## config.mk

```make
export PLATFORM = sky130hd
export DESIGN_NAME = led_blink_pattern_engine_core_flat
export DESIGN_NICKNAME = d
export VERILOG_FILES = /design/src/rtl/core/lbpe_pkg.sv /design/src/rtl/core/lbpe_req_if.sv /design/src/rtl/core/lbpe_rsp_if.sv /design/src/rtl/core/led_blink_pattern_engine_core.sv /design/src/flat_wrapper.sv
export VERILOG_INCLUDE_DIRS = /design/src /design/src/rtl/core
export SDC_FILE = /design/constraint.sdc
export NUM_CORES = 1
export LEC_CHECK = 0
export BUFFER_PORTS_ARGS = -buffer_cell sky130_fd_sc_hd__buf_2
export CAP_MARGIN = 20
export CORE_MARGIN = 5
export CORE_UTILIZATION = 30
export CTS_CLUSTER_DIAMETER = 200
export DETAILED_ROUTE_END_ITERATION = 8
export PLACE_DENSITY = 0.57
export SETUP_SLACK_MARGIN = 0.4
export SLEW_MARGIN = 20
export SYNTH_ARGS = -nofsm -noshare
export SYNTH_HDL_FRONTEND = slang
export SYNTH_SLANG_ARGS = --single-unit
```

## constraint.sdc

```tcl
create_clock -name clk -period 6.9 [get_ports clk]
set_clock_uncertainty 0.2 [all_clocks]
set_input_delay 0 -clock clk [delete_from_list [all_inputs] [get_ports clk]]
set_output_delay 0 -clock clk [all_outputs]
set_load 0.01 [all_outputs]
```

## src/rtl/core/led_blink_pattern_engine_core_assert.svh

```systemverilog
// assertion macros for the led blink pattern engine
`ifndef LED_BLINK_PATTERN_ENGINE_CORE_ASSERT_SVH
`define LED_BLINK_PATTERN_ENGINE_CORE_ASSERT_SVH

// same-cycle implication, sampled on clk, off while in reset
`define LBPE_ASSERT_NOW(lbl, ante, cons, msg) \
    lbl: assert property (@(posedge clk) disable iff (!rst_n) (ante) |-> (cons)) \
        else $error(msg);

// next-cycle implication, sampled on clk, off while in reset
`define LBPE_ASSERT_NEXT(lbl, ante, cons, msg) \
    lbl: assert property (@(posedge clk) disable iff (!rst_n) (ante) |=> (cons)) \
        else $error(msg);

`endif

```

## src/rtl/core/lbpe_pkg.sv

```systemverilog
// shared constants, codes and pattern table of the led blink pattern engine
`default_nettype none

package lbpe_pkg;

    localparam int PATTERN_W    = 32;
    localparam int PTR_W        = 5;
    localparam int COUNT_W      = 16;
    localparam int IDX_W        = 2;
    localparam int SEL_W        = 4;
    localparam int LEVELS_W     = 3;
    localparam int CFG_IDX_W    = 1;
    localparam int CFG_DATA_W   = 16;

    localparam int NUM_LEDS_DEF     = 3;
    localparam int NUM_PATTERNS_DEF = 12;

    localparam logic OP_TICK = 1'b0;
    localparam logic OP_SET  = 1'b1;

    localparam logic [CFG_IDX_W-1:0] CFG_DISABLE_CODE = 1'b0;
    localparam logic [CFG_IDX_W-1:0] CFG_FOREVER_CODE = 1'b1;

    localparam logic [COUNT_W-1:0] DISABLE_CODE_RST = 16'h0000;
    localparam logic [COUNT_W-1:0] FOREVER_CODE_RST = 16'hFFFF;

    // fixed blink patterns, bit n is shown at bit position n
    function automatic logic [PATTERN_W-1:0] pattern_word(input logic [SEL_W-1:0] sel);
        logic [PATTERN_W-1:0] word;
        unique case (sel)
            4'd0:    word = 32'h0000_0000; // off
            4'd1:    word = 32'hFFFF_FFFF; // on
            4'd2:    word = 32'h0000_0001; // one flash
            4'd3:    word = 32'h8000_8000; // two flashes
            4'd4:    word = 32'h8100_8080; // four flashes
            4'd5:    word = 32'hFFFF_0000; // slow
            4'd6:    word = 32'hF0F0_F0F0; // normal
            4'd7:    word = 32'hCCCC_CCCC; // fast
            4'd8:    word = 32'h9273_9C92; // sos
            4'd9:    word = 32'hAAAA_AAAA; // jitter one
            4'd10:   word = 32'h9249_2492; // jitter two
            4'd11:   word = 32'h8888_8888; // jitter three
            default: word = 32'h0000_0000;
        endcase
        return word;
    endfunction

endpackage

`default_nettype wire

```

## src/rtl/core/lbpe_req_if.sv

```systemverilog
// command channel: tick or set beat into the engine
`default_nettype none

interface lbpe_req_if;
    logic                            valid;
    logic                            ready;
    logic                            op;
    logic [lbpe_pkg::IDX_W-1:0]      led_index;
    logic [lbpe_pkg::SEL_W-1:0]      pattern_select;
    logic [lbpe_pkg::COUNT_W-1:0]    tick_count;

    modport source (
        output valid, op, led_index, pattern_select, tick_count,
        input  ready
    );

    modport sink (
        input  valid, op, led_index, pattern_select, tick_count,
        output ready
    );
endinterface

`default_nettype wire

```

## src/rtl/core/lbpe_rsp_if.sv

```systemverilog
// result channel: led levels and bit position out of the engine
`default_nettype none

interface lbpe_rsp_if;
    logic                            valid;
    logic                            ready;
    logic [lbpe_pkg::LEVELS_W-1:0]   led_levels;
    logic [lbpe_pkg::PTR_W-1:0]      bit_position;

    modport source (
        output valid, led_levels, bit_position,
        input  ready
    );

    modport sink (
        input  valid, led_levels, bit_position,
        output ready
    );
endinterface

`default_nettype wire

```

## src/rtl/core/led_blink_pattern_engine_core.sv

```systemverilog
// top level of the led blink pattern engine
// result: the result beat of a command is valid in the cycle after it is accepted
// throughput: one command per cycle unless the result stalls; the per-led update and the
//   bit position step are one level of logic ahead of the state and result registers
// reset: all leds disabled and low, bit position zero, codes back to defaults
`default_nettype none

module led_blink_pattern_engine_core #(
    parameter int NUM_LEDS     = lbpe_pkg::NUM_LEDS_DEF,
    parameter int NUM_PATTERNS = lbpe_pkg::NUM_PATTERNS_DEF
) (
    input  wire logic                                clk,
    input  wire logic                                rst_n,
    input  wire logic                                cfg_we,
    input  wire logic [lbpe_pkg::CFG_IDX_W-1:0]      cfg_index,
    input  wire logic [lbpe_pkg::CFG_DATA_W-1:0]     cfg_data,
    lbpe_req_if.sink                                 req,
    lbpe_rsp_if.source                               rsp
);

`include "led_blink_pattern_engine_core_assert.svh"

    localparam int PW    = lbpe_pkg::PATTERN_W;
    localparam int CW    = lbpe_pkg::COUNT_W;
    localparam int LW    = lbpe_pkg::LEVELS_W;
    localparam int PAD_W = NUM_LEDS + LW;

    // configuration codes
    logic [CW-1:0] dis_code_reg;
    logic [CW-1:0] fv_code_reg;

    // per-led state
    logic [NUM_LEDS-1:0][PW-1:0] pat_reg,   pat_next;
    logic [NUM_LEDS-1:0][CW-1:0] ticks_reg, ticks_next;
    logic [NUM_LEDS-1:0]         en_reg,    en_next;
    logic [NUM_LEDS-1:0]         fv_reg,    fv_next;
    logic [NUM_LEDS-1:0]         lvl_reg,   lvl_next;

    // shared bit position
    logic [lbpe_pkg::PTR_W-1:0]  bit_ptr_reg, bit_ptr_next;

    // result register
    logic                        rsp_vld_reg;
    logic [LW-1:0]               rsp_lvl_reg;
    logic [lbpe_pkg::PTR_W-1:0]  rsp_pos_reg;

    logic                        req_acc;
    logic                        is_set;
    logic                        is_tick;
    logic                        sel_ok;
    logic [PW-1:0]               set_pat;
    logic [PAD_W-1:0]            lvl_pad;

    // a new beat is taken whenever the result slot is free or being drained
    assign req.ready = !rsp_vld_reg || rsp.ready;
    assign req_acc   = req.valid && req.ready;
    assign is_set    = req_acc && (req.op == lbpe_pkg::OP_SET);
    assign is_tick   = req_acc && (req.op == lbpe_pkg::OP_TICK);

    // selectors past the configured pattern count load the off pattern
    assign sel_ok  = (32'(req.pattern_select) < NUM_PATTERNS);
    assign set_pat = sel_ok ? lbpe_pkg::pattern_word(req.pattern_select) : '0;

    // per-led update, every led is independent of the others
    always_comb
    begin
        pat_next   = pat_reg;
        ticks_next = ticks_reg;
        en_next    = en_reg;
        fv_next    = fv_reg;
        lvl_next   = lvl_reg;
        for (int k = 0; k < NUM_LEDS; k++)
        begin
            // set command: load pattern and count; index past the last led hits nothing
            if (is_set && (32'(req.led_index) == k))
            begin
                pat_next[k]   = set_pat;
                ticks_next[k] = req.tick_count;
                en_next[k]    = (req.tick_count != dis_code_reg);
                fv_next[k]    = (req.tick_count == fv_code_reg);
            end
            // tick: disabled leds hold their level
            if (is_tick && en_reg[k])
            begin
                if ((ticks_reg[k] != '0) || fv_reg[k])
                begin
                    lvl_next[k] = pat_reg[k][bit_ptr_reg];
                end
                if (!fv_reg[k])
                begin
                    if (ticks_reg[k] == '0)
                    begin
                        lvl_next[k] = 1'b0;
                    end
                    else
                    begin
                        ticks_next[k] = ticks_reg[k] - 1'b1;
                    end
                end
            end
        end
    end

    // bit position wraps naturally at 32
    assign bit_ptr_next = is_tick ? bit_ptr_reg + 1'b1 : bit_ptr_reg;

    // only the first three leds reach the level output, missing ones read low
    assign lvl_pad = {{LW{1'b0}}, lvl_next};

    // configuration writes
    always_ff @(posedge clk or negedge rst_n)
    begin
        if (!rst_n)
        begin
            dis_code_reg <= lbpe_pkg::DISABLE_CODE_RST;
            fv_code_reg  <= lbpe_pkg::FOREVER_CODE_RST;
        end
        else if (cfg_we)
        begin
            unique case (cfg_index)
                lbpe_pkg::CFG_DISABLE_CODE: dis_code_reg <= cfg_data;
                lbpe_pkg::CFG_FOREVER_CODE: fv_code_reg  <= cfg_data;
                default:                    dis_code_reg <= dis_code_reg;
            endcase
        end
    end

    // led state and bit position
    always_ff @(posedge clk or negedge rst_n)
    begin
        if (!rst_n)
        begin
            pat_reg     <= '0;
            ticks_reg   <= '0;
            en_reg      <= '0;
            fv_reg      <= '0;
            lvl_reg     <= '0;
            bit_ptr_reg <= '0;
        end
        else if (req_acc)
        begin
            pat_reg     <= pat_next;
            ticks_reg   <= ticks_next;
            en_reg      <= en_next;
            fv_reg      <= fv_next;
            lvl_reg     <= lvl_next;
            bit_ptr_reg <= bit_ptr_next;
        end
    end

    // result valid flag
    always_ff @(posedge clk or negedge rst_n)
    begin
        if (!rst_n)
        begin
            rsp_vld_reg <= 1'b0;
        end
        else if (req_acc)
        begin
            rsp_vld_reg <= 1'b1;
        end
        else if (rsp.ready)
        begin
            rsp_vld_reg <= 1'b0;
        end
    end

    // result payload, loaded with the state after the accepted beat
    always_ff @(posedge clk)
    begin
        if (req_acc)
        begin
            rsp_lvl_reg <= lvl_pad[LW-1:0];
            rsp_pos_reg <= bit_ptr_next;
        end
    end

    assign rsp.valid        = rsp_vld_reg;
    assign rsp.led_levels   = rsp_lvl_reg;
    assign rsp.bit_position = rsp_pos_reg;

    // a tick steps the bit position by one
    `LBPE_ASSERT_NEXT(a_tick_steps_ptr, is_tick,
        bit_ptr_reg == 5'($past(bit_ptr_reg) + 5'd1), "bit position did not step on tick")

    // a set beat leaves levels and bit position alone
    `LBPE_ASSERT_NEXT(a_set_holds_levels, is_set,
        $stable(bit_ptr_reg) && $stable(lvl_reg), "set beat changed levels or position")

    // disabled leds keep their level across a tick
    `LBPE_ASSERT_NEXT(a_disabled_hold, is_tick,
        ((lvl_reg ^ $past(lvl_reg)) & ~$past(en_reg)) == '0, "disabled led changed level")

    // nothing moves without an accepted beat
    `LBPE_ASSERT_NEXT(a_idle_stable, !req_acc,
        $stable(bit_ptr_reg) && $stable(ticks_reg) && $stable(lvl_reg),
        "led state changed without a beat")

    // result slot fills only from an accepted beat
    `LBPE_ASSERT_NOW(a_rsp_from_beat, $rose(rsp_vld_reg),
        $past(req_acc), "result appeared without an accepted beat")

endmodule

`default_nettype wire
```

## src/flat_wrapper.sv

```systemverilog
// flat-port wrapper written by rule: the top's interface ports become plain ports
module led_blink_pattern_engine_core_flat 
#(
    parameter int NUM_LEDS     = lbpe_pkg::NUM_LEDS_DEF,
    parameter int NUM_PATTERNS = lbpe_pkg::NUM_PATTERNS_DEF
)
  (clk, rst_n, cfg_we, cfg_index, cfg_data, req_valid, req_op, req_led_index, req_pattern_select, req_tick_count, req_ready, rsp_valid, rsp_led_levels, rsp_bit_position, rsp_ready);
  lbpe_req_if req_i ();
  lbpe_rsp_if rsp_i ();
  input  wire logic clk;
  input  wire logic rst_n;
  input  wire logic cfg_we;
  input  wire logic [lbpe_pkg::CFG_IDX_W-1:0] cfg_index;
  input  wire logic [lbpe_pkg::CFG_DATA_W-1:0] cfg_data;
  input wire logic [$bits(req_i.valid)-1:0] req_valid;
  input wire logic [$bits(req_i.op)-1:0] req_op;
  input wire logic [$bits(req_i.led_index)-1:0] req_led_index;
  input wire logic [$bits(req_i.pattern_select)-1:0] req_pattern_select;
  input wire logic [$bits(req_i.tick_count)-1:0] req_tick_count;
  output wire logic [$bits(req_i.ready)-1:0] req_ready;
  output wire logic [$bits(rsp_i.valid)-1:0] rsp_valid;
  output wire logic [$bits(rsp_i.led_levels)-1:0] rsp_led_levels;
  output wire logic [$bits(rsp_i.bit_position)-1:0] rsp_bit_position;
  input wire logic [$bits(rsp_i.ready)-1:0] rsp_ready;
  assign req_i.valid = req_valid;
  assign req_i.op = req_op;
  assign req_i.led_index = req_led_index;
  assign req_i.pattern_select = req_pattern_select;
  assign req_i.tick_count = req_tick_count;
  assign req_ready = req_i.ready;
  assign rsp_valid = rsp_i.valid;
  assign rsp_led_levels = rsp_i.led_levels;
  assign rsp_bit_position = rsp_i.bit_position;
  assign rsp_i.ready = rsp_ready;
  led_blink_pattern_engine_core #(.NUM_LEDS(NUM_LEDS), .NUM_PATTERNS(NUM_PATTERNS)) u_core (.clk(clk), .rst_n(rst_n), .cfg_we(cfg_we), .cfg_index(cfg_index), .cfg_data(cfg_data), .req(req_i), .rsp(rsp_i));
endmodule
```

# After elaboration in Yosys (flattened, before gate mapping)
# Memory sizes are Yosys's and may differ from the RTL's.
# Index checks and enable logic that the tools add are counted.
[classes]
n_addsub = 4
n_mul = 0
div = 0
n_lt_le_gt_ge = 2
eq_ne = 4
shifts = 0
n_mux = 34
bitwise_logic = 2
reduce_logical = 27
[op_table]
columns = ["op", "count"]
rows = [
  ["$mux W16", 12],
  ["$logic_not A16 Y1", 3],
  ["$reduce_bool A16 Y1", 3],
  ["$sub A16 B1 Y16 const B", 3],
  ["$mux W32", 1],
  ["$mux W1", 17],
  ["$eq A16 B16 Y1", 1],
  ["$ne A16 B16 Y1", 1],
  ["$bmux W1 S5", 3],
  ["$reduce_and A2 Y1", 5],
  ["$logic_and A1 B1 Y1", 9],
  ["$lt A5 B6 Y1 const B", 1],
  ["$add A5 B1 Y5 const B", 1],
  ["$mux W5", 1],
  ["$logic_or A1 B1 Y1", 4],
  ["$lt A4 B4 Y1 const B", 1],
  ["$eq A2 B1 Y1 const B", 1],
  ["$eq A2 B2 Y1 const B", 1],
  ["$logic_not A2 Y1", 1],
  ["$not A1 Y1", 2],
  ["$reduce_bool A2 Y1", 1],
  ["$logic_not A1 Y1", 1],
]
[totals]
ff_bits = 199
latch_bits = 0
ram_bits = 0
rom_bits = 512
inputBits = 45
wordCells = 93
mem_count = 1
[mem_list]
columns = ["name", "depth", "width", "read_ports", "rd_clocked_by_memory_dff", "write_ports", "line_no", "source"]
rows = [
  ["(no name shown)", 16, 32, 1, 0, 0, "lbpe_pkg.sv:30", "unique case (sel)"],
]

# Logic depth before layout (Yosys ltp)
# Gate-level depths: netlist of the first run.
[logic_depth]
word_depth = 9
ltp_mapped = 9
depth_no_buf = 7

# Worst setup path before layout of the first run
# OpenSTA, ideal clock, no wires.
[synth_path]
kind = "register to register"
startpoint = "register u_core.bit_ptr_reg[0] in the netlist's numbering"
endpoint = "register u_core.rsp_lvl_reg[2], in the netlist u_core.rsp.led_levels[2], data pin"
setup_time_ns = 0.257
arrival_time_ns = 1.963
required_time_ns = 6.443
slack_ns = 4.480
stages_incl_launch_ff = 7
cell_sequence = "dfrtp_1 -> buf_2 -> buf_4 -> mux4_2 -> a221oi_1 -> nand2_1 -> a32o_1"
[synth_via]
elab_chain_cells = 6
[synth_lines]
columns = ["item", "line_no", "source"]
rows = [
  ["from (decl)", "led_blink_pattern_engine_core.sv:40", "logic [lbpe_pkg::PTR_W-1:0] bit_ptr_reg, bit_ptr_next;"],
  ["from (signal assigned)", "led_blink_pattern_engine_core.sv:147", "bit_ptr_reg <= bit_ptr_next;"],
  ["$bmux W1 S5 (*)", "led_blink_pattern_engine_core.sv:87", "lvl_next[k] = pat_reg[k][bit_ptr_reg];"],
  ["$mux W1 (not written as such) (*)", "led_blink_pattern_engine_core.sv:87", ""],
  ["$mux W1 (*)", "led_blink_pattern_engine_core.sv:85", "if ((ticks_reg[k] != '0) || fv_reg[k])"],
  ["$mux W1", "led_blink_pattern_engine_core.sv:91", "if (ticks_reg[k] == '0)"],
  ["$mux W1 (*)", "led_blink_pattern_engine_core.sv:89", "if (!fv_reg[k])"],
  ["$mux W1 (*)", "led_blink_pattern_engine_core.sv:83", "if (is_tick && en_reg[k])"],
  ["net u_core.lvl_next[2]", "led_blink_pattern_engine_core.sv:37", "logic [NUM_LEDS-1:0] lvl_reg, lvl_next;"],
  ["to (signal assigned)", "led_blink_pattern_engine_core.sv:173", "rsp_lvl_reg <= lvl_pad[LW-1:0];"],
  ["to (decl)", "led_blink_pattern_engine_core.sv:44", "logic [LW-1:0] rsp_lvl_reg;"],
]
# The timed path passes the listed nets; every way through them passes the cells marked *. The select of a mux whose other input is x is not followed.
# A chain may end at the register's enable or synchronous reset.

# Final worst setup path of the first run
[layout_path]
startpoint = "register u_core.rsp_vld_reg, in the netlist u_core.rsp.valid"
endpoint = "register u_core.ticks_reg[5] in the netlist's numbering"
[layout_via]
elab_chain_cells = 9
word_cells_on_any_way = 11
classes_between = "mux: 4; reduce/logical: 7"
[layout_lines]
columns = ["item", "line_no", "source"]
rows = [
  ["from (decl)", "led_blink_pattern_engine_core.sv:43", "logic rsp_vld_reg;"],
  ["from (signal assigned)", "led_blink_pattern_engine_core.sv:156", "rsp_vld_reg <= 1'b0;"],
  ["from (signal assigned)", "led_blink_pattern_engine_core.sv:160", "rsp_vld_reg <= 1'b1;"],
  ["from (signal assigned)", "led_blink_pattern_engine_core.sv:164", "rsp_vld_reg <= 1'b0;"],
  ["$logic_not A1 Y1 (*)", "led_blink_pattern_engine_core.sv:55", "assign req.ready = !rsp_vld_reg || rsp.ready;"],
  ["$logic_or A1 B1 Y1 (*)", "led_blink_pattern_engine_core.sv:55", ""],
  ["$logic_and A1 B1 Y1 (*)", "led_blink_pattern_engine_core.sv:56", "assign req_acc = req.valid && req.ready;"],
  ["$logic_and A1 B1 Y1", "led_blink_pattern_engine_core.sv:57", "assign is_set = req_acc && (req.op == lbpe_pkg::OP_SET);"],
  ["$logic_and A1 B1 Y1", "led_blink_pattern_engine_core.sv:75", "if (is_set && (32'(req.led_index) == k))"],
  ["$mux W16", "led_blink_pattern_engine_core.sv:75", ""],
  ["$mux W16", "led_blink_pattern_engine_core.sv:91", ""],
  ["$mux W16", "led_blink_pattern_engine_core.sv:89", ""],
  ["$mux W16", "led_blink_pattern_engine_core.sv:83", ""],
  ["to (signal assigned)", "led_blink_pattern_engine_core.sv:143", "ticks_reg <= ticks_next;"],
  ["to (decl)", "led_blink_pattern_engine_core.sv:34", "logic [NUM_LEDS-1:0][CW-1:0] ticks_reg, ticks_next;"],
]
# Every way passes the cells marked *; elsewhere a longest branch is shown, timed or not.

==> impl_metrics.env, run 1 <==
export IMPL_timing_hold_violations_final=12
export IMPL_vias=7570
export IMPL_cts_buffers=17
export IMPL_max_slew_margin_rel_pct=40.3
export IMPL_grt_max_degree=89
export IMPL_worst_slack_ns=4.03
export IMPL_core_um2=33300
export IMPL_clk_latency_ns=0.45
export IMPL_fill_cells=3318
export IMPL_portBuffers=54
export IMPL_syn_avg_cell_area_um2=10.5
export IMPL_finalSetupViolations=0
export IMPL_dr_pass1_iters=5
export IMPL_synth_async_reset_ratio_pct=95.9
export IMPL_critPathMaxStageDelay_ns=0.71
export IMPL_rsz0062_at_grt="no"
export IMPL_post_cts_resized=0
export IMPL_crit_fanout=15
export IMPL_antenna_found_initial=0
export IMPL_remaining_drc_errors=0
export IMPL_arrival_ns=3.00
export IMPL_tns_ns=0
export IMPL_rows=67
export IMPL_worst_slew_pin_slew_ns=0.893
export IMPL_area_delta_synth_final_pct=17.9
export IMPL_cp_end_kind="flop"
export IMPL_synth_area_leaders="dfrtp_1 (42%), nand2_1 (6.4%), mux2_2 (5.4%), mux4_2 (4.9%), o21ai_0 (4.5%)"
export IMPL_cts_root_buf="clkbuf_16"
export IMPL_netlist_area_um2=10100
export IMPL_clkSinkCount=193
export IMPL_insertedDiodeCount=0
export IMPL_post_drt_wl_per_cell_um=17.6
export IMPL_path_class="flop to flop"
export IMPL_nNetsFinal=1095
export IMPL_yosysMostFrequentCell="nand2_1"
export IMPL_synth_cell_type_count=72
export IMPL_synth_area_leader_cell="dfrtp_1"
export IMPL_p_leak_nw=4.95
export IMPL_min_period_ns=2.87
export IMPL_period_share_pct=41.6
export IMPL_max_cap_viol_count=0
export IMPL_start_util_pct=30.2
export IMPL_cts_tree="built"
export IMPL_synth_top_area_share_pct=42.1
export IMPL_place_hpwl_um=17800
export IMPL_htree_num_levels=4
export IMPL_clk_pin_slew_ns=0.08
export IMPL_cts_buffer_depth=2
export IMPL_crit_slowest_cell="a211oi_4"
export IMPL_drt_wl_total_um=26400
export IMPL_outcome="complete, but fails checks"
export IMPL_clock_fmax_mhz=348
export IMPL_gr_total_overflow=0
export IMPL_dp_slack_ns=3.91
export IMPL_die_h_um=193
export IMPL_ys_seq_area_share_pct=48.6
export IMPL_synth_edff_count=8
export IMPL_drive_gt1_share_pct=21.0
export IMPL_power_density_nw_per_um2=303
export IMPL_initialDrtViolationCount=540
export IMPL_globalplace_congestion=0.787
export IMPL_peakVddDrop_v=0.000211
export IMPL_synthTopCellsByCount="nand2_1 (172), dfrtp_1 (169), o21ai_0 (91)"
export IMPL_synth_flop_cell="dfrtp_1"
export IMPL_track_usage_pct=14.6
export IMPL_wl_met3_um=1080
export IMPL_yosysWarnings=0
export IMPL_worstPathRequired_ns=7.03
export IMPL_vias_per_cell=5.06
export IMPL_timing_max_transition_violations_final=0
export IMPL_die_area_um2=37300
export IMPL_synth_nets=1015
export IMPL_ant_nets=0
export IMPL_wl_met1_um=12500
export IMPL_wl_met2_um=12400
export IMPL_grt_pass1_wl_um=42600
export IMPL_pin_count=55
export IMPL_violations="negative hold slack"
export IMPL_grt_pass1_vias=7649
export IMPL_synthCells=956
export IMPL_largest_reg_flops=90
export IMPL_worstPathCellList="nand2b_1 -> nand3_1 -> a211oi_4 -> buf_6 -> mux2_4 -> a221o_1"
export IMPL_synth_seq_cells=193
export IMPL_whs_ns=-0.0589
export IMPL_die_w_um=193
export IMPL_cp_start_kind="flop"
export IMPL_top_layer="met4"
export IMPL_hold_path_class="input pin to asynchronous set/reset pin"
==> per-layer routing <==
metal  GRT usage [%]  up-vias
li1                -     3619
met1            20.3     3772
met2            23.2      149
met3            2.95       30
met4            4.19        0
met5               0        -
==> final timing paths <==
path	depth (start not counted)	slack [ns]	to	startpoint
max	6	4.03	u_core.ticks_reg[5]	u_core.rsp.valid
min	2	-0.06	u_core.pat_reg[2]	rst_n
max reg2reg	6	4.03	u_core.ticks_reg[5]	u_core.rsp.valid
min reg2reg	2	0.28	u_core.pat_reg[95]	u_core.pat_reg[95]
max in group asynchronous	3	5.20	u_core.dis_code_reg[6]	rst_n
min in group clk	4	0.02	u_core.dis_code_reg[4]	cfg_we
==> power breakdown <==
group | internal, W | switching, W | total, W
logic | 0.000452 | 0.000453 | 0.000904
registers | 0.00140 | 0.000267 | 0.00167
clock network | 0.000517 | 0.000501 | 0.00102
total | 0.00237 | 0.00122 | 0.00359
==> final cells by class <==
cell class	count	area, um^2	share of cell area [%]
Sequential cell	193	4890	41.2
Tap cell	448	561	4.73
Clock buffer	17	425	3.59
Multi-Input combinational cell	688	4860	41.0
Clock inverter	15	168	1.41
Inverter	19	71.3	0.601
Timing Repair Buffer	117	881	7.43
==> worst max-delay path: cells and delay by family (launching register included) <==
| kind | cells | cell delay, ns |
|---|---|---|
| mux | 1 | 0.30 |
| compound gates | 2 | 1.01 |
| simple gates | 2 | 0.59 |
| buf+inv | 1 | 0.25 |
| flops | 1 | 0.38 |
==> cell families (layout without fill, tap and decap cells) <==
logic type / count (synthesis) / count (layout) / share of synthesized area (%)
buffers and inverters: 75 / 168 / 3.21
adders and majority gates: 14 / 14 / 1.74
muxes: 97 / 97 / 13.2
and+or+nand+nor: 336 / 336 / 15.8
DFF: 193 / 193 / 48.6
xor gates and xnor gates: 41 / 41 / 3.57
AOI/OAI and AO/OA: 200 / 200 / 13.8
==> per-stage QoR <==
stage	utilization (%)	power, W	cells	instance area [um^2]	hold WS [ns]
final	35.6	0.00359	1497	11900	-0.0589
after global routing	35.6	0.00380	1497	11900	0.0311
after CTS	35.6	0.00361	1496	11800	0.0133
after detailed placement	32.3	0.00257	1414	10700	-0.0859
after global placement	32.3	0.00254	1414	10700	-0.0799
after floorplan	-	0.00228	956	10100	-0.496
==> cells in the final DEF, fill, tap and decap left out, types with 11 or more instances in the layout <==
cell / instances
buf_2: 53
mux4_2: 22
inv_1: 18
nor2_1: 47
clkbuf_16: 17
ha_1: 14
buf_4: 12
xnor2_1: 20
xor2_1: 21
mux2i_1: 21
nand3_1: 21
o21ai_0: 91
a221o_1: 11
dfstp_2: 16
mux2_2: 48
nand2_1: 172
dfrtp_1: 168
a21oi_1: 18
dlygate4sd3_1: 50
nor3_1: 22
nand4_1: 16
==> timing repair <==
action | 4_1_cts | 5_1_grt
endpoints found under the hold margin | 214 | 0
buffers inserted | 0 | 0
hold buffers | 50 | 0
No activity file was read; power rests on OpenSTA's default activity.
==> inputs of run 2 (changes only) <==
==> constraint.sdc (replaced) <==
create_clock -name clk -period 2.85 [get_ports clk]
set_clock_uncertainty 0.2 [all_clocks]
set_input_delay 0 -clock clk [delete_from_list [all_inputs] [get_ports clk]]
set_output_delay 0 -clock clk [all_outputs]
set_load 0.01 [all_outputs]
==> impl_metrics.env, run 2 (synthesis gave the netlist of run 1 again) <==
export IMPL_vias=7685
export IMPL_path_buf_inv=1
export IMPL_track_usage_pct=15.1
export IMPL_remaining_drc_errors=0
export IMPL_insertedDiodeCount=0
export IMPL_cts_buffer_depth=2
export IMPL_htree_num_levels=4
export IMPL_period_share_pct=84.0
export IMPL_area_delta_synth_final_pct=21.4
export IMPL_pin_count=55
export IMPL_initialDrtViolationCount=534
export IMPL_hold_start="cfg_we"
export IMPL_whs_endpoint="u_core.dis_code_reg[5]"
export IMPL_grt_pass1_wl_um=43800
export IMPL_grt_pass1_vias=7829
export IMPL_crit_family="simple AND/OR/NAND/NOR gates"
export IMPL_power_density_nw_per_um2=731
export IMPL_finalSetupViolations=0
export IMPL_clk_pin_slew_ns=0.08
export IMPL_dpl_cell_area_um2=10900
export IMPL_clkSinkCount=193
export IMPL_globalplace_congestion=0.794
export IMPL_portBuffers=54
export IMPL_rr_startpoint="u_core.ticks_reg[26]"
export IMPL_die_h_um=193
export IMPL_reg2reg_depth=6
export IMPL_cp_end_kind="flop"
export IMPL_timing_max_transition_violations_final=0
export IMPL_outcome="completed"
export IMPL_max_slew_margin_rel_pct=50.7
export IMPL_antenna_found_initial=0
export IMPL_p_clk_share_pct=28.5
export IMPL_clock_fmax_mhz=418
export IMPL_timing_hold_violations_final=0
export IMPL_crit_slowest_cell="or4_4"
export IMPL_layout_common_cells="nand2_1 (172), dfrtp_1 (167), o21ai_0 (91)"
export IMPL_rows=67
export IMPL_critical_path_cell_count=6
export IMPL_switching_share_pct=34.0
export IMPL_stdcell_area_um2=12200
export IMPL_core_um2=33300
export IMPL_cts_tree="built"
export IMPL_cts_buffers=17
export IMPL_die_w_um=193
export IMPL_tns_ns=0
export IMPL_r2r_slack_ns=0.46
export IMPL_worstPathCellList="or4_4 -> nor3_4 -> a211oi_4 -> buf_6 -> mux2_4 -> a221o_1"
export IMPL_drive_gt1_share_pct=23.7
export IMPL_place_hpwl_um=18600
export IMPL_largest_reg_flops=90
export IMPL_gr_total_overflow=0
export IMPL_rsz0062_at_grt="yes"
export IMPL_mostFrequentLayoutCell="nand2_1"
export IMPL_start_util_pct=30.2
export IMPL_max_cap_viol_count=0
export IMPL_p_seq_share_pct=44.8
export IMPL_post_drt_wl_per_cell_um=17.7
export IMPL_drt_wl_total_um=27000
export IMPL_p_comb_share_pct=26.7
export IMPL_ant_nets=0
export IMPL_grt_max_degree=77
export IMPL_nNetsFinal=1125
export IMPL_cts_root_buf="clkbuf_16"
export IMPL_cp_start_kind="flop"
export IMPL_arrival_ns=2.52
export IMPL_p_sw_w=0.00303
export IMPL_vias_per_cell=5.03
export IMPL_p_leak_nw=5.15
export IMPL_crit_fanout=6
export IMPL_finalPower_w=0.00892
export IMPL_dr_pass1_iters=4
export IMPL_path_class="flop to flop"
export IMPL_peakVddDrop_v=0.000484
export IMPL_internal_power_w=0.00589
export IMPL_hold_path_class="input pin to flop"
export IMPL_hold_depth=4
export IMPL_clk_latency_ns=0.45
export IMPL_critPathMaxStageDelay_ns=0.55
export IMPL_die_area_um2=37300
export IMPL_min_period_ns=2.39
export IMPL_worst_slew_pin_slew_ns=0.737
export IMPL_worstPathRequired_ns=2.98
export IMPL_rr_endpoint="u_core.ticks_reg[20]"
-- run 2: cell types whose count changed in the layout (fill, tap and decap cells not counted), sizes merged --
cell and change:
buf +31, clkinv +4, clkinvlp -2, dlygate4sd3 -1, inv -2
-- run 2: area by class of cell --
type | instances | area (um^2)
repair buffers | 147 | 1170
clock inverters | 15 | 208
fillers | 3344 | 21100
well taps | 448 | 561
inverters | 19 | 71.3
clock buffers | 17 | 425
multi-input cells | 688 | 4880
flip-flops and latches | 193 | 4890
-- run 2: worst max path at each step --
| stage | endpoint | from | slack [ns] |
|---|---|---|---|
| after global placement | u_core.rsp.led_levels[1] | u_core.bit_ptr_reg[0] | 0.38 |
| after CTS | u_core.ticks_reg[3] | u_core.ticks_reg[6] | 0.43 |
| final | u_core.ticks_reg[20] | u_core.ticks_reg[26] | 0.46 |
| after floorplan | u_core.rsp.led_levels[2] | u_core.bit_ptr_reg[0] | 0.43 |
| after detailed placement | u_core.ticks_reg[24] | u_core.ticks_reg[16] | 0.34 |
| after global routing | u_core.rsp.led_levels[2] | u_core.bit_ptr_reg[0] | 0.39 |
-- run 2: timing repair --
item                       in CTS  in global routing
cloned                          0                  1
setup buffers                   9                  5
resized for setup               4                  6
hold buffers                   49                  0
setup endpoints to repair       8                 14
hold endpoints to repair      301                  0
pin swaps                       2                  3
-- run 2: per-layer routing --
metal / wire length (um) / up-vias / GRT usage, %
met5: 0 / - / 0
li1: - / 3670 / -
met1: 12900 / 3839 / 21.1
met2: 12800 / 143 / 24.3
met4: 428 / 0 / 4.11
met3: 890 / 33 / 2.50
-- run 2: worst register-to-register path, delay by kind of cell, from the launching register on --
family | cells | cell delay (ns)
AO/OA/AOI/OAI | 2 | 0.39
multiplexers | 1 | 0.28
buffers and inverters | 1 | 0.15
flip-flops | 1 | 0.40
AND/OR/NAND/NOR | 2 | 0.84
-- run 2: power by group through the flow --
stage               logic, W  clock network, W  registers, W
finish               0.00238           0.00254       0.00399
detailed placement   0.00227                 0       0.00404
global placement     0.00222                 0       0.00403
floorplan            0.00172                 0       0.00380
global route         0.00266           0.00272       0.00408
CTS                  0.00237           0.00260       0.00398
-- run 2: per-stage QoR --
stage / utilization [%] / instances / hold WS (ns) / worst slack [ns]
4_1_cts: 36.5 / 1521 / 0.00796 / 0.426
6_report: 36.7 / 1527 / 0.0155 / 0.457
5_1_grt: 36.7 / 1527 / 0.0476 / 0.389
3_5_place_dp: 32.9 / 1431 / -0.137 / 0.335
3_3_place_gp: 32.9 / 1431 / -0.130 / 0.379
2_1_floorplan: - / 956 / -0.496 / 0.430
==> inputs of run 3 (changes only) <==
--- a/config.mk
+++ b/config.mk
@@ -12,7 +12,7 @@
 export CORE_UTILIZATION = 30
 export CTS_CLUSTER_DIAMETER = 200
 export DETAILED_ROUTE_END_ITERATION = 8
-export PLACE_DENSITY = 0.57
+export PLACE_DENSITY = 0.59
 export SETUP_SLACK_MARGIN = 0.4
 export SLEW_MARGIN = 20
 export SYNTH_ARGS = -nofsm -noshare
==> constraint.sdc (replaced) <==
create_clock -name clk -period 2.1 [get_ports clk]
set_clock_uncertainty 0.2 [all_clocks]
set_input_delay 0 -clock clk [delete_from_list [all_inputs] [get_ports clk]]
set_output_delay 0 -clock clk [all_outputs]
set_load 0.01 [all_outputs]
==> impl_metrics.env, run 3 (synthesis gave the netlist of run 1 again) <==
export IMPL_finalSetupViolations=44
export IMPL_whs_ns=0.0241
export IMPL_portBuffers=54
export IMPL_track_usage_pct=17.8
export IMPL_worst_slack_ns=-0.251
export IMPL_critPathMaxStageDelay_ns=0.51
export IMPL_path_buf_inv=1
export IMPL_clock_fmax_mhz=425
export IMPL_dpl_cell_area_um2=12100
export IMPL_max_cap_viol_count=0
export IMPL_post_drt_wl_per_cell_um=19.4
export IMPL_htree_num_levels=4
export IMPL_crit_fanout=5
export IMPL_mostFrequentLayoutCell="dfrtp_1"
export IMPL_clkSinkCount=193
export IMPL_max_slew_margin_rel_pct=48.0
export IMPL_start_util_pct=30.2
export IMPL_initialDrtViolationCount=696
export IMPL_layout_common_cells="dfrtp_1 (168), buf_4 (129), nand2_1 (106)"
export IMPL_arrival_ns=2.34
export IMPL_pin_count=55
export IMPL_rr_startpoint="u_core.bit_ptr_reg[0]"
export IMPL_rsz0062_at_grt="yes"
export IMPL_ant_nets=0
export IMPL_largest_reg_flops=90
export IMPL_remaining_drc_errors=0
export IMPL_rr_endpoint="u_core.rsp.led_levels[0]"
export IMPL_cts_root_buf="clkbuf_16"
export IMPL_crit_family="multiplexers"
export IMPL_whs_endpoint="u_core.pat_reg[11]"
export IMPL_nNetsFinal=1318
export IMPL_worstPathRequired_ns=2.09
export IMPL_rows=67
export IMPL_drive_gt1_share_pct=46.5
export IMPL_drt_wl_total_um=33400
export IMPL_area_delta_synth_final_pct=53.2
export IMPL_core_um2=33300
export IMPL_hold_depth=5
export IMPL_clk_pin_slew_ns=0.08
export IMPL_antenna_found_initial=0
export IMPL_hold_path_class="input pin to flop"
export IMPL_stdcell_area_um2=15400
export IMPL_timing_max_transition_violations_final=0
export IMPL_cts_buffer_depth=2
export IMPL_die_area_um2=37300
export IMPL_die_h_um=193
export IMPL_cp_end_kind="flop"
export IMPL_violations="negative setup slack"
export IMPL_timing_hold_violations_final=0
export IMPL_grt_pass1_wl_um=51600
export IMPL_min_period_ns=2.35
export IMPL_p_leak_nw=6.64
export IMPL_dp_slack_ns=-0.347
export IMPL_r2r_slack_ns=-0.25
export IMPL_crit_slowest_cell="mux4_2"
export IMPL_worstPathCellList="buf_6 -> mux4_2 -> and3b_1 -> a21oi_2 -> nand4b_1 -> a32o_1"
export IMPL_power_density_nw_per_um2=917
export IMPL_vias=9014
export IMPL_cp_start_kind="flop"
export IMPL_hold_start="req_pattern_select[1]"
export IMPL_path_class="flop to flop"
export IMPL_grt_pass1_vias=9242
export IMPL_peakVddDrop_v=0.000622
export IMPL_worst_slew_pin_slew_ns=0.779
export IMPL_cts_buffers=17
export IMPL_period_share_pct=112
export IMPL_outcome="complete, but fails checks"
export IMPL_dr_pass1_iters=5
export IMPL_globalplace_congestion=0.855
export IMPL_grt_max_degree=44
export IMPL_place_hpwl_um=20000
export IMPL_clk_latency_ns=0.44
export IMPL_insertedDiodeCount=0
export IMPL_gr_total_overflow=0
export IMPL_vias_per_cell=5.24
export IMPL_die_w_um=193
export IMPL_cts_tree="built"
export IMPL_reg2reg_depth=6
-- run 3: worst min-delay path: cells and delay by family --
kind	cells	cell delay (ns)
fa+ha+maj	1	0.19
simple gates	2	0.18
buf+inv	1	0.14
compound gates	1	0.11
-- run 3: how the worst max path moves through the flow --
stage / startpoint / to / slack, ns / cells after the start
floorplan: u_core.ticks_reg[6] / u_core.ticks_reg[2] / -0.12 / 5
global placement: u_core.ticks_reg[16] / u_core.ticks_reg[20] / -0.32 / 6
detailed placement: u_core.ticks_reg[16] / u_core.ticks_reg[20] / -0.35 / 6
CTS: u_core.bit_ptr_reg[0] / u_core.rsp.led_levels[0] / -0.23 / 6
global route: u_core.ticks_reg[26] / u_core.ticks_reg[20] / -0.30 / 7
finish: u_core.bit_ptr_reg[0] / u_core.rsp.led_levels[0] / -0.25 / 6
-- run 3: area by class of cell --
type                    count  area, um^2
clock buffers              20         447
clock inverters            12         123
multi-input cells         689        5880
well taps                 448         561
repair buffers            339        3430
flip-flops and latches    193        4890
inverters                  19        71.3
fillers                  2935       17900
-- run 3: report_power, final --
group          switching (W)  internal (W)  total (W)  leakage (nW)
sequential          0.000699       0.00460    0.00530          2.38
combinational        0.00256       0.00304    0.00560          3.99
clock                0.00161       0.00161    0.00322         0.279
total                0.00486       0.00925     0.0141          6.64
-- run 3: stage by stage --
stage,setup TNS [ns],power (W),instances,util (%)
after floorplan,-1.91,0.00774,956,-
after global placement,-5.40,0.00957,1551,36.5
after detailed placement,-6.30,0.00966,1551,36.5
after CTS,-4.60,0.0136,1695,44.3
after global routing,-8.61,0.0148,1720,46.3
final,-5.46,0.0141,1720,46.3
-- run 3: what timing repair did --
action / 4_1_cts / 5_1_grt
setup buffers: 34 / 20
endpoints found under the setup margin: 150 / 187
pin swaps: 90 / 33
gates cloned: 16 / 4
hold buffers: 62 / 1
endpoints found under the hold margin: 304 / 1
resized for setup: 228 / 98
-- run 3: layer usage --
layer,GRT usage (%),up-vias,share of wire (%)
met5,0,-,0
met3,2.50,75,4.9
li1,-,4095,-
met2,29.5,303,49
met1,23.8,4541,43
met4,6.54,0,3.1
